--- src/rtl/spa_pkg.sv ---
// Shared types and constants for the sparse polynomial adder.
// Used by spa_ctrl, spa_datapath and sparse_polynomial_add.
package spa_pkg;

  // Most result terms delivered for one run
  localparam int OUT_LIMIT = 32;
  // Result counter width, holds 0..OUT_LIMIT
  localparam int RES_CNT_W = 6;
  // Width that holds the sum of both term counts
  localparam int SUM_W     = 7;

  localparam int COEFF_W   = 16;
  localparam int EXPO_W    = 16;
  localparam int SUM_C_W   = 17;

  localparam int S_DATA_W  = 40;
  localparam int M_DATA_W  = 40;
  localparam int M_USER_W  = 2;

  typedef struct packed {
    logic signed [COEFF_W-1:0] coeff;
    logic        [EXPO_W-1:0]  expo;
  } term_t;

  typedef enum logic [1:0] {
    ST_LOAD,
    ST_PRIME,
    ST_COUNT,
    ST_MERGE
  } state_t;

  // Controller to datapath
  typedef struct packed {
    logic load;        // take input beats
    logic prime;       // rewind read positions, fetch first entries
    logic count_step;  // dry merge step, count results only
    logic merge;       // merge step, emit when the output slot is free
  } spa_cmd_t;

  // Datapath to controller
  typedef struct packed {
    logic close_now;   // accepted beat closes the second of the two lists
    logic need_count;  // merge may give more than OUT_LIMIT results
    logic counted;     // dry pass already done for this run
    logic count_done;  // dry pass finishes this cycle
    logic emit_last;   // final result of the run goes out this cycle
  } spa_status_t;

endpackage

--- src/rtl/sparse_polynomial_add.sv ---
// Sparse polynomial adder: loads two term lists, then merges them.
// Load: one input beat per cycle. Merge: the closing beat is followed by a prime
// state that rewinds the read positions, then the merge state loads the output register
// with one result per cycle while the output is taken. If the two lists together hold
// more than 32 terms, a dry counting pass and a second prime state come first.
// Synchronous active-high reset empties both lists.
module sparse_polynomial_add #(
  parameter int MAX_TERMS = 16
) (
  input  logic                           clk,
  input  logic                           rst,
  input  logic                           s_tvalid,
  output logic                           s_tready,
  // [0] term_present, [16:1] term_coeff, [32:17] term_expo, [39:33] zero
  input  logic [spa_pkg::S_DATA_W-1:0]   s_tdata,
  // [0] req_type
  input  logic                           s_tuser,
  input  logic                           s_tlast,
  output logic                           m_tvalid,
  input  logic                           m_tready,
  // [16:0] sum_coeff, [32:17] result_expo, [39:33] zero
  output logic [spa_pkg::M_DATA_W-1:0]   m_tdata,
  // [0] result_empty, [1] terms_dropped
  output logic [spa_pkg::M_USER_W-1:0]   m_tuser,
  output logic                           m_tlast
);
  import spa_pkg::*;

  spa_cmd_t    cmd;
  spa_status_t st;

  assign s_tready = cmd.load;

  spa_ctrl u_ctrl (
    .clk (clk),
    .rst (rst),
    .st  (st),
    .cmd (cmd)
  );

  spa_datapath #(
    .MAX_TERMS (MAX_TERMS)
  ) u_datapath (
    .clk      (clk),
    .rst      (rst),
    .cmd      (cmd),
    .st       (st),
    .s_tvalid (s_tvalid),
    .s_tdata  (s_tdata),
    .s_tuser  (s_tuser),
    .s_tlast  (s_tlast),
    .m_tvalid (m_tvalid),
    .m_tready (m_tready),
    .m_tdata  (m_tdata),
    .m_tuser  (m_tuser),
    .m_tlast  (m_tlast)
  );

endmodule

--- src/rtl/spa_ctrl.sv ---
// Controller state machine for the sparse polynomial adder.
// Depends on spa_pkg; drives commands to spa_datapath.
module spa_ctrl (
  input  logic                 clk,
  input  logic                 rst,
  input  spa_pkg::spa_status_t st,
  output spa_pkg::spa_cmd_t    cmd
);
  import spa_pkg::*;

  state_t state;
  state_t state_next;

  // State register
  always_ff @(posedge clk) begin
    if (rst) begin
      state <= ST_LOAD;
    end else begin
      state <= state_next;
    end
  end

  // Next state and commands
  always_comb begin
    state_next = state;
    cmd        = '0;
    unique case (state)
      ST_LOAD: begin
        cmd.load = 1'b1;
        if (st.close_now) begin
          state_next = ST_PRIME;
        end
      end
      ST_PRIME: begin
        cmd.prime = 1'b1;
        if (st.need_count && !st.counted) begin
          state_next = ST_COUNT;
        end else begin
          state_next = ST_MERGE;
        end
      end
      ST_COUNT: begin
        cmd.count_step = 1'b1;
        if (st.count_done) begin
          state_next = ST_PRIME;
        end
      end
      ST_MERGE: begin
        cmd.merge = 1'b1;
        if (st.emit_last) begin
          state_next = ST_LOAD;
        end
      end
      default: begin
        state_next = ST_LOAD;
      end
    endcase
  end

endmodule

--- src/rtl/spa_datapath.sv ---
// Datapath of the sparse polynomial adder: term stores, merge compare/add,
// result counter and output register. Depends on spa_pkg; driven by spa_ctrl.
module spa_datapath #(
  parameter int MAX_TERMS = 16
) (
  input  logic                           clk,
  input  logic                           rst,
  input  spa_pkg::spa_cmd_t              cmd,
  output spa_pkg::spa_status_t           st,
  input  logic                           s_tvalid,
  input  logic [spa_pkg::S_DATA_W-1:0]   s_tdata,
  input  logic                           s_tuser,
  input  logic                           s_tlast,
  output logic                           m_tvalid,
  input  logic                           m_tready,
  output logic [spa_pkg::M_DATA_W-1:0]   m_tdata,
  output logic [spa_pkg::M_USER_W-1:0]   m_tuser,
  output logic                           m_tlast
);
  import spa_pkg::*;

  localparam int CW = $clog2(MAX_TERMS + 1);
  localparam int IW = (MAX_TERMS > 1) ? $clog2(MAX_TERMS) : 1;

  // Term stores and their registered read ports
  term_t store_a [MAX_TERMS];
  term_t store_b [MAX_TERMS];
  term_t rd_a;
  term_t rd_b;

  logic [CW-1:0]        cnt_a;
  logic [CW-1:0]        cnt_b;
  logic [CW-1:0]        pos_a;
  logic [CW-1:0]        pos_b;
  logic [CW-1:0]        pos_a_next;
  logic [CW-1:0]        pos_b_next;
  logic [CW-1:0]        pos_a_inc;
  logic [CW-1:0]        pos_b_inc;
  logic                 closed_a;
  logic                 closed_b;
  logic                 ovf;
  logic                 trunc;
  logic                 counted;
  logic [RES_CNT_W-1:0] res_n;

  // Input beat fields
  logic                      in_present;
  logic signed [COEFF_W-1:0] in_coeff;
  logic [EXPO_W-1:0]         in_expo;
  logic                      acc;
  logic                      sel_closed;
  logic                      other_closed;
  logic [CW-1:0]             sel_cnt;
  logic                      wr_en;

  // Merge step
  logic                      a_ok;
  logic                      b_ok;
  logic                      eq;
  logic                      a_gt;
  logic                      take_a;
  logic                      take_b;
  logic signed [SUM_C_W-1:0] step_coeff;
  logic [EXPO_W-1:0]         step_expo;
  logic                      exhaust_after;
  logic                      empty_run;
  logic                      slot_free;
  logic                      emit;
  logic                      adv;
  logic                      at_limit;

  assign in_present = s_tdata[0];
  assign in_coeff   = s_tdata[COEFF_W:1];
  assign in_expo    = s_tdata[COEFF_W+EXPO_W:COEFF_W+1];

  // Input handshake and list selection
  assign acc          = cmd.load && s_tvalid;
  assign sel_closed   = s_tuser ? closed_b : closed_a;
  assign other_closed = s_tuser ? closed_a : closed_b;
  assign sel_cnt      = s_tuser ? cnt_b : cnt_a;
  assign wr_en        = acc && !sel_closed && in_present && (sel_cnt < CW'(MAX_TERMS));

  // Merge compare and add
  assign a_ok = pos_a < cnt_a;
  assign b_ok = pos_b < cnt_b;
  assign eq   = rd_a.expo == rd_b.expo;
  assign a_gt = rd_a.expo > rd_b.expo;
  assign take_a = a_ok && (!b_ok || eq || a_gt);
  assign take_b = b_ok && (!a_ok || eq || !a_gt);

  always_comb begin
    if (take_a && take_b) begin
      step_coeff = SUM_C_W'(rd_a.coeff) + SUM_C_W'(rd_b.coeff);
    end else if (take_a) begin
      step_coeff = SUM_C_W'(rd_a.coeff);
    end else begin
      step_coeff = SUM_C_W'(rd_b.coeff);
    end
  end
  assign step_expo = take_a ? rd_a.expo : rd_b.expo;

  assign pos_a_inc     = pos_a + CW'(take_a);
  assign pos_b_inc     = pos_b + CW'(take_b);
  assign exhaust_after = (pos_a_inc == cnt_a) && (pos_b_inc == cnt_b);
  assign empty_run     = !a_ok && !b_ok;
  assign slot_free     = !m_tvalid || m_tready;
  assign emit          = cmd.merge && slot_free;
  assign adv           = emit || cmd.count_step;
  assign at_limit      = res_n == RES_CNT_W'(OUT_LIMIT);

  // Status to controller
  assign st.close_now  = acc && !sel_closed && s_tlast && other_closed;
  assign st.need_count = (SUM_W'(cnt_a) + SUM_W'(cnt_b)) > SUM_W'(OUT_LIMIT);
  assign st.counted    = counted;
  assign st.count_done = cmd.count_step && (at_limit || exhaust_after);
  assign st.emit_last  = emit && (exhaust_after || (res_n == RES_CNT_W'(OUT_LIMIT - 1)));

  // Read positions: rewind on prime or end of run, step with each merge or count step
  always_comb begin
    if (cmd.prime || st.emit_last) begin
      pos_a_next = '0;
      pos_b_next = '0;
    end else if (adv) begin
      pos_a_next = pos_a_inc;
      pos_b_next = pos_b_inc;
    end else begin
      pos_a_next = pos_a;
      pos_b_next = pos_b;
    end
  end

  // Control state of the run
  always_ff @(posedge clk) begin
    if (rst) begin
      cnt_a    <= '0;
      cnt_b    <= '0;
      closed_a <= 1'b0;
      closed_b <= 1'b0;
      ovf      <= 1'b0;
      trunc    <= 1'b0;
      counted  <= 1'b0;
      pos_a    <= '0;
      pos_b    <= '0;
      res_n    <= '0;
    end else begin
      pos_a <= pos_a_next;
      pos_b <= pos_b_next;
      if (st.emit_last) begin
        cnt_a    <= '0;
        cnt_b    <= '0;
        closed_a <= 1'b0;
        closed_b <= 1'b0;
        ovf      <= 1'b0;
        trunc    <= 1'b0;
        counted  <= 1'b0;
        res_n    <= '0;
      end else begin
        // Load terms, flag overflow, close lists
        if (acc && !sel_closed) begin
          if (in_present) begin
            if (wr_en) begin
              if (s_tuser) begin
                cnt_b <= cnt_b + CW'(1);
              end else begin
                cnt_a <= cnt_a + CW'(1);
              end
            end else begin
              ovf <= 1'b1;
            end
          end
          if (s_tlast) begin
            if (s_tuser) begin
              closed_b <= 1'b1;
            end else begin
              closed_a <= 1'b1;
            end
          end
        end
        // Result counter for both passes
        if (cmd.prime) begin
          res_n <= '0;
        end else if (adv && !at_limit) begin
          res_n <= res_n + RES_CNT_W'(1);
        end
        if (st.count_done) begin
          counted <= 1'b1;
          if (at_limit) begin
            trunc <= 1'b1;
          end
        end
      end
    end
  end

  // Term stores: write on load, registered read at the next position
  always_ff @(posedge clk) begin
    if (wr_en) begin
      if (s_tuser) begin
        store_b[sel_cnt[IW-1:0]] <= '{coeff: in_coeff, expo: in_expo};
      end else begin
        store_a[sel_cnt[IW-1:0]] <= '{coeff: in_coeff, expo: in_expo};
      end
    end
    if (pos_a_next < CW'(MAX_TERMS)) begin
      rd_a <= store_a[pos_a_next[IW-1:0]];
    end
    if (pos_b_next < CW'(MAX_TERMS)) begin
      rd_b <= store_b[pos_b_next[IW-1:0]];
    end
  end

  // Output register: hold until taken, load on emit
  always_ff @(posedge clk) begin
    if (rst) begin
      m_tvalid <= 1'b0;
    end else if (emit) begin
      m_tvalid <= 1'b1;
    end else if (m_tready) begin
      m_tvalid <= 1'b0;
    end
  end

  always_ff @(posedge clk) begin
    if (emit) begin
      m_tdata[M_DATA_W-1:SUM_C_W+EXPO_W] <= '0;
      if (empty_run) begin
        m_tdata[SUM_C_W-1:0]               <= '0;
        m_tdata[SUM_C_W+EXPO_W-1:SUM_C_W]  <= '0;
      end else begin
        m_tdata[SUM_C_W-1:0]               <= step_coeff;
        m_tdata[SUM_C_W+EXPO_W-1:SUM_C_W]  <= step_expo;
      end
      m_tuser[0] <= empty_run;
      m_tuser[1] <= ovf || trunc;
      m_tlast    <= st.emit_last;
    end
  end

endmodule
--- config.mk ---
export PLATFORM = sky130hd
export DESIGN_NAME = sparse_polynomial_add
export DESIGN_NICKNAME = d
export VERILOG_FILES = /design/src/rtl/spa_pkg.sv /design/src/rtl/sparse_polynomial_add.sv /design/src/rtl/spa_ctrl.sv /design/src/rtl/spa_datapath.sv
export SDC_FILE = /design/constraint.sdc
export NUM_CORES = 2
export LEC_CHECK = 0
export BUFFER_PORTS_ARGS = -buffer_cell sky130_fd_sc_hd__buf_2
export CORE_MARGIN = 2
export CORE_UTILIZATION = 40
export CTS_CLUSTER_SIZE = 12
export DETAILED_ROUTE_END_ITERATION = 8
export SETUP_SLACK_MARGIN = 0.2
export SLEW_MARGIN = 10
export SYNTH_ARGS = -nofsm -noshare
export SYNTH_HDL_FRONTEND = slang
export SYNTH_SLANG_ARGS = --single-unit
--- constraint.sdc ---
create_clock -name clk -period 16 [get_ports clk]
set_clock_uncertainty 0.1 [all_clocks]
set_input_delay 0 -clock clk [delete_from_list [all_inputs] [get_ports clk]]
set_output_delay 0 -clock clk [all_outputs]
set_load 0.01 [all_outputs]
==> flow_metrics.env <==
export IMPL_status="finished clean"
export IMPL_synthDistinctLibCells=76
export IMPL_die_y_um=348
export IMPL_cp_end_kind="flop"
export IMPL_synth_area_top_cells="edfxtp_1, nand2_1, mux2i_1"
export IMPL_via_per_inst=5.74
export IMPL_grt_pass1_vias=27659
export IMPL_start_util=0.402
export IMPL_crit_type="reg2reg"
export IMPL_clk_pin_slew_ps=60
export IMPL_htree_levels=3
export IMPL_setup_viol=0
export IMPL_leakage_nw=18.2
export IMPL_syn_cell_area_um2=47300
export IMPL_dp_hpwl_um=68300
export IMPL_fmax_mhz=137
export IMPL_fin_setup_tns_ps=0
export IMPL_clk_latency_ps=700
export IMPL_cts_root_buf="clkbuf_16"
export IMPL_place_gp_congestion=0.849
export IMPL_synth_edf_count=1124
export IMPL_post_place_ws_ps=8700
export IMPL_cts_path_max_buffers=3
export IMPL_grt_usage=0.208
export IMPL_die_w_um=348
export IMPL_cts_tree="built"
export IMPL_yosysTopAreaCellShare=0.713
export IMPL_grt_pass1_wl_um=186000
export IMPL_power_density_nw_per_um2=113
export IMPL_synth_cells=3320
export IMPL_drt_iter0_markers=3374
export IMPL_yosysWarnings=0
export IMPL_synth_ff_type="edfxtp_1"
export IMPL_relSlewSlack=0.235
export IMPL_vias=28950
export IMPL_arrival_ps=7680
export IMPL_ys_async_sr_fraction=0
export IMPL_placed_area_um2=49600
export IMPL_nFillCells=10262
export IMPL_drc=0
export IMPL_cts_buffers=116
export IMPL_vdd_drop_max_mv=0.0798
export IMPL_fin_crit_ps=7310
export IMPL_drive_gt1_frac=0.113
export IMPL_cts_setup_buffers=0
export IMPL_crit_fanout=45
export IMPL_hold_viol=0
export IMPL_wl_um=128000
export IMPL_maxSlewViolCount=0
export IMPL_synth_seq_cells=1158
export IMPL_cts_resized=0
export IMPL_dr_pass1_iters=6
export IMPL_num_rows=126
export IMPL_worst_slew_pin_slew_ps=1140
export IMPL_cts_sinks=1158
export IMPL_ant_nets=0
export IMPL_avgSynthCellArea_um2=14.3
export IMPL_start_kind="flop"
export IMPL_syn_to_final_growth_pct=12.9
export IMPL_final_nets=3518
export IMPL_holdWs_ps=167
export IMPL_antenna_found_initial=10
export IMPL_fin_ws_ps=8690
export IMPL_period_share=0.457
export IMPL_synth_area_leader_cell="edfxtp_1"
export IMPL_rsz0062_at_grt="no"
export IMPL_dieArea_um2=121000
export IMPL_wire_per_inst_um=25.5
export IMPL_hold_buffers=42
export IMPL_final_cell_area_um2=53400
export IMPL_maxCapViolations=0
export IMPL_ys_seq_area_frac=0.728
export IMPL_coreArea_um2=118000
export IMPL_ios=91
export IMPL_hp_class="in2reg"
export IMPL_port_buffers=76
export IMPL_cp_required_ps=16370
export IMPL_gr_total_overflow=0
export IMPL_grt_max_degree=71
## final timing paths
path,end,cells past startpoint,start,slack [ps]
worst max-delay path,u_datapath.rd_b[2],21,u_datapath.cnt_b[1],8690
worst min-delay path,u_datapath.m_tvalid,4,m_tready,170
worst max register to register,u_datapath.rd_b[2],21,u_datapath.cnt_b[1],8690
worst min register to register,u_datapath.counted,2,u_datapath.counted,350
## flip-flops by register name, summed over array words and instances, names as in the netlist, 2 cells and up
signal	count
u_datapath.store_a	512
u_datapath.rd_b	32
u_datapath.rd_a	32
u_datapath.store_b	512
u_datapath.cnt_b	5
u_ctrl.state	2
u_datapath.cnt_a	5
u_datapath.pos_b	5
u_datapath.m_tuser	2
u_datapath.res_n	6
u_datapath.pos_a	5
u_datapath.m_tdata	33
## critical path, cell delays in order (launching register included)
cell       delay (ps)
dfxtp_1           550
inv_1             210
ha_1              310
a21o_1            150
a21o_1            200
a31o_2            320
a2111oi_4         500
a22oi_2           140
buf_4             260
inv_1             100
ha_1              180
ha_1              240
xnor2_1           160
xnor2_1           160
nor4_2             80
and4_1            440
nor2_4            860
buf_4             830
buf_4             550
o21ai_0           160
a32o_1            240
mux2i_1           300
## cells by family after synthesis
group	synth area share
adder cells (fa/ha/maj)	0.0149
other	0.0000793
AO/OA/AOI/OAI	0.110
XOR/XNOR	0.00796
AND/OR/NAND/NOR	0.0828
buffers and inverters	0.0240
flip-flops	0.728
multiplexers	0.0329
## final cells by class
class | instances | area [µm²] | area share
Multi-Input combinational cell | 1900 | 12200 | 0.228
Clock inverter | 34 | 190 | 0.00356
Sequential cell | 1158 | 34400 | 0.645
Inverter | 50 | 188 | 0.00351
Clock buffer | 171 | 3160 | 0.0592
Timing Repair Buffer | 191 | 1360 | 0.0255
Antenna cell | 1 | 2.50 | 0.0000468
Tap cell | 1536 | 1920 | 0.0360
## cell usage after synthesis (all sizes together) (6+ instances only)
cell type / instances
buf: 93
nand3: 94
o2bb2ai: 65
mux2: 19
or3: 8
nor2: 206
nand4: 23
nor2b: 6
edfxtp: 1124
nand3b: 6
o22ai: 48
and3: 7
dfxtp: 34
a32o: 17
o211ai: 20
clkbuf: 125
mux2i: 134
nand2: 465
xnor2: 28
o221ai: 32
a31oi: 124
o21ai: 109
and2: 8
ha: 53
a21oi: 113
a221oi: 62
nor3: 75
a22oi: 17
xor2: 15
inv: 49
o32a: 17
a21o: 65
## cell usage in the layout, fill, tap and decap left out, types with 65 or more instances in the layout
master and n:
a21oi_1 112, a31oi_1 123, buf_2 76, buf_4 72
clkbuf_16 117, edfxtp_1 1124, mux2i_1 133, nand2_1 461
nand3_1 94, nor2_1 170, nor3_1 70, o21ai_0 100
o2bb2ai_1 65
## report_power, final
part	leakage (nW)	internal (mW)	switching, mW
registers	10.5	3.34	0.0101
logic	6.06	0.0585	0.161
clock network	1.61	1.36	1.11
## routing by layer
layer  vias up  wire (µm)  GRT usage
met3       171       9930     0.0285
li1      12967          -          -
met5         -         59          0
met2      1175      57500      0.323
met1     14627      57400      0.306
met4        10       3460     0.0615
## metrics by stage
step           power, mW  cells   util
2_1_floorplan       3.52   3326      -
3_3_place_gp        3.62   4793  0.422
3_5_place_dp        3.62   4793  0.422
4_1_cts             6.07   5040  0.454
5_1_grt             6.20   5040  0.454
6_report            6.03   5041  0.454
Note: power is estimated with default switching activity, not from simulation.
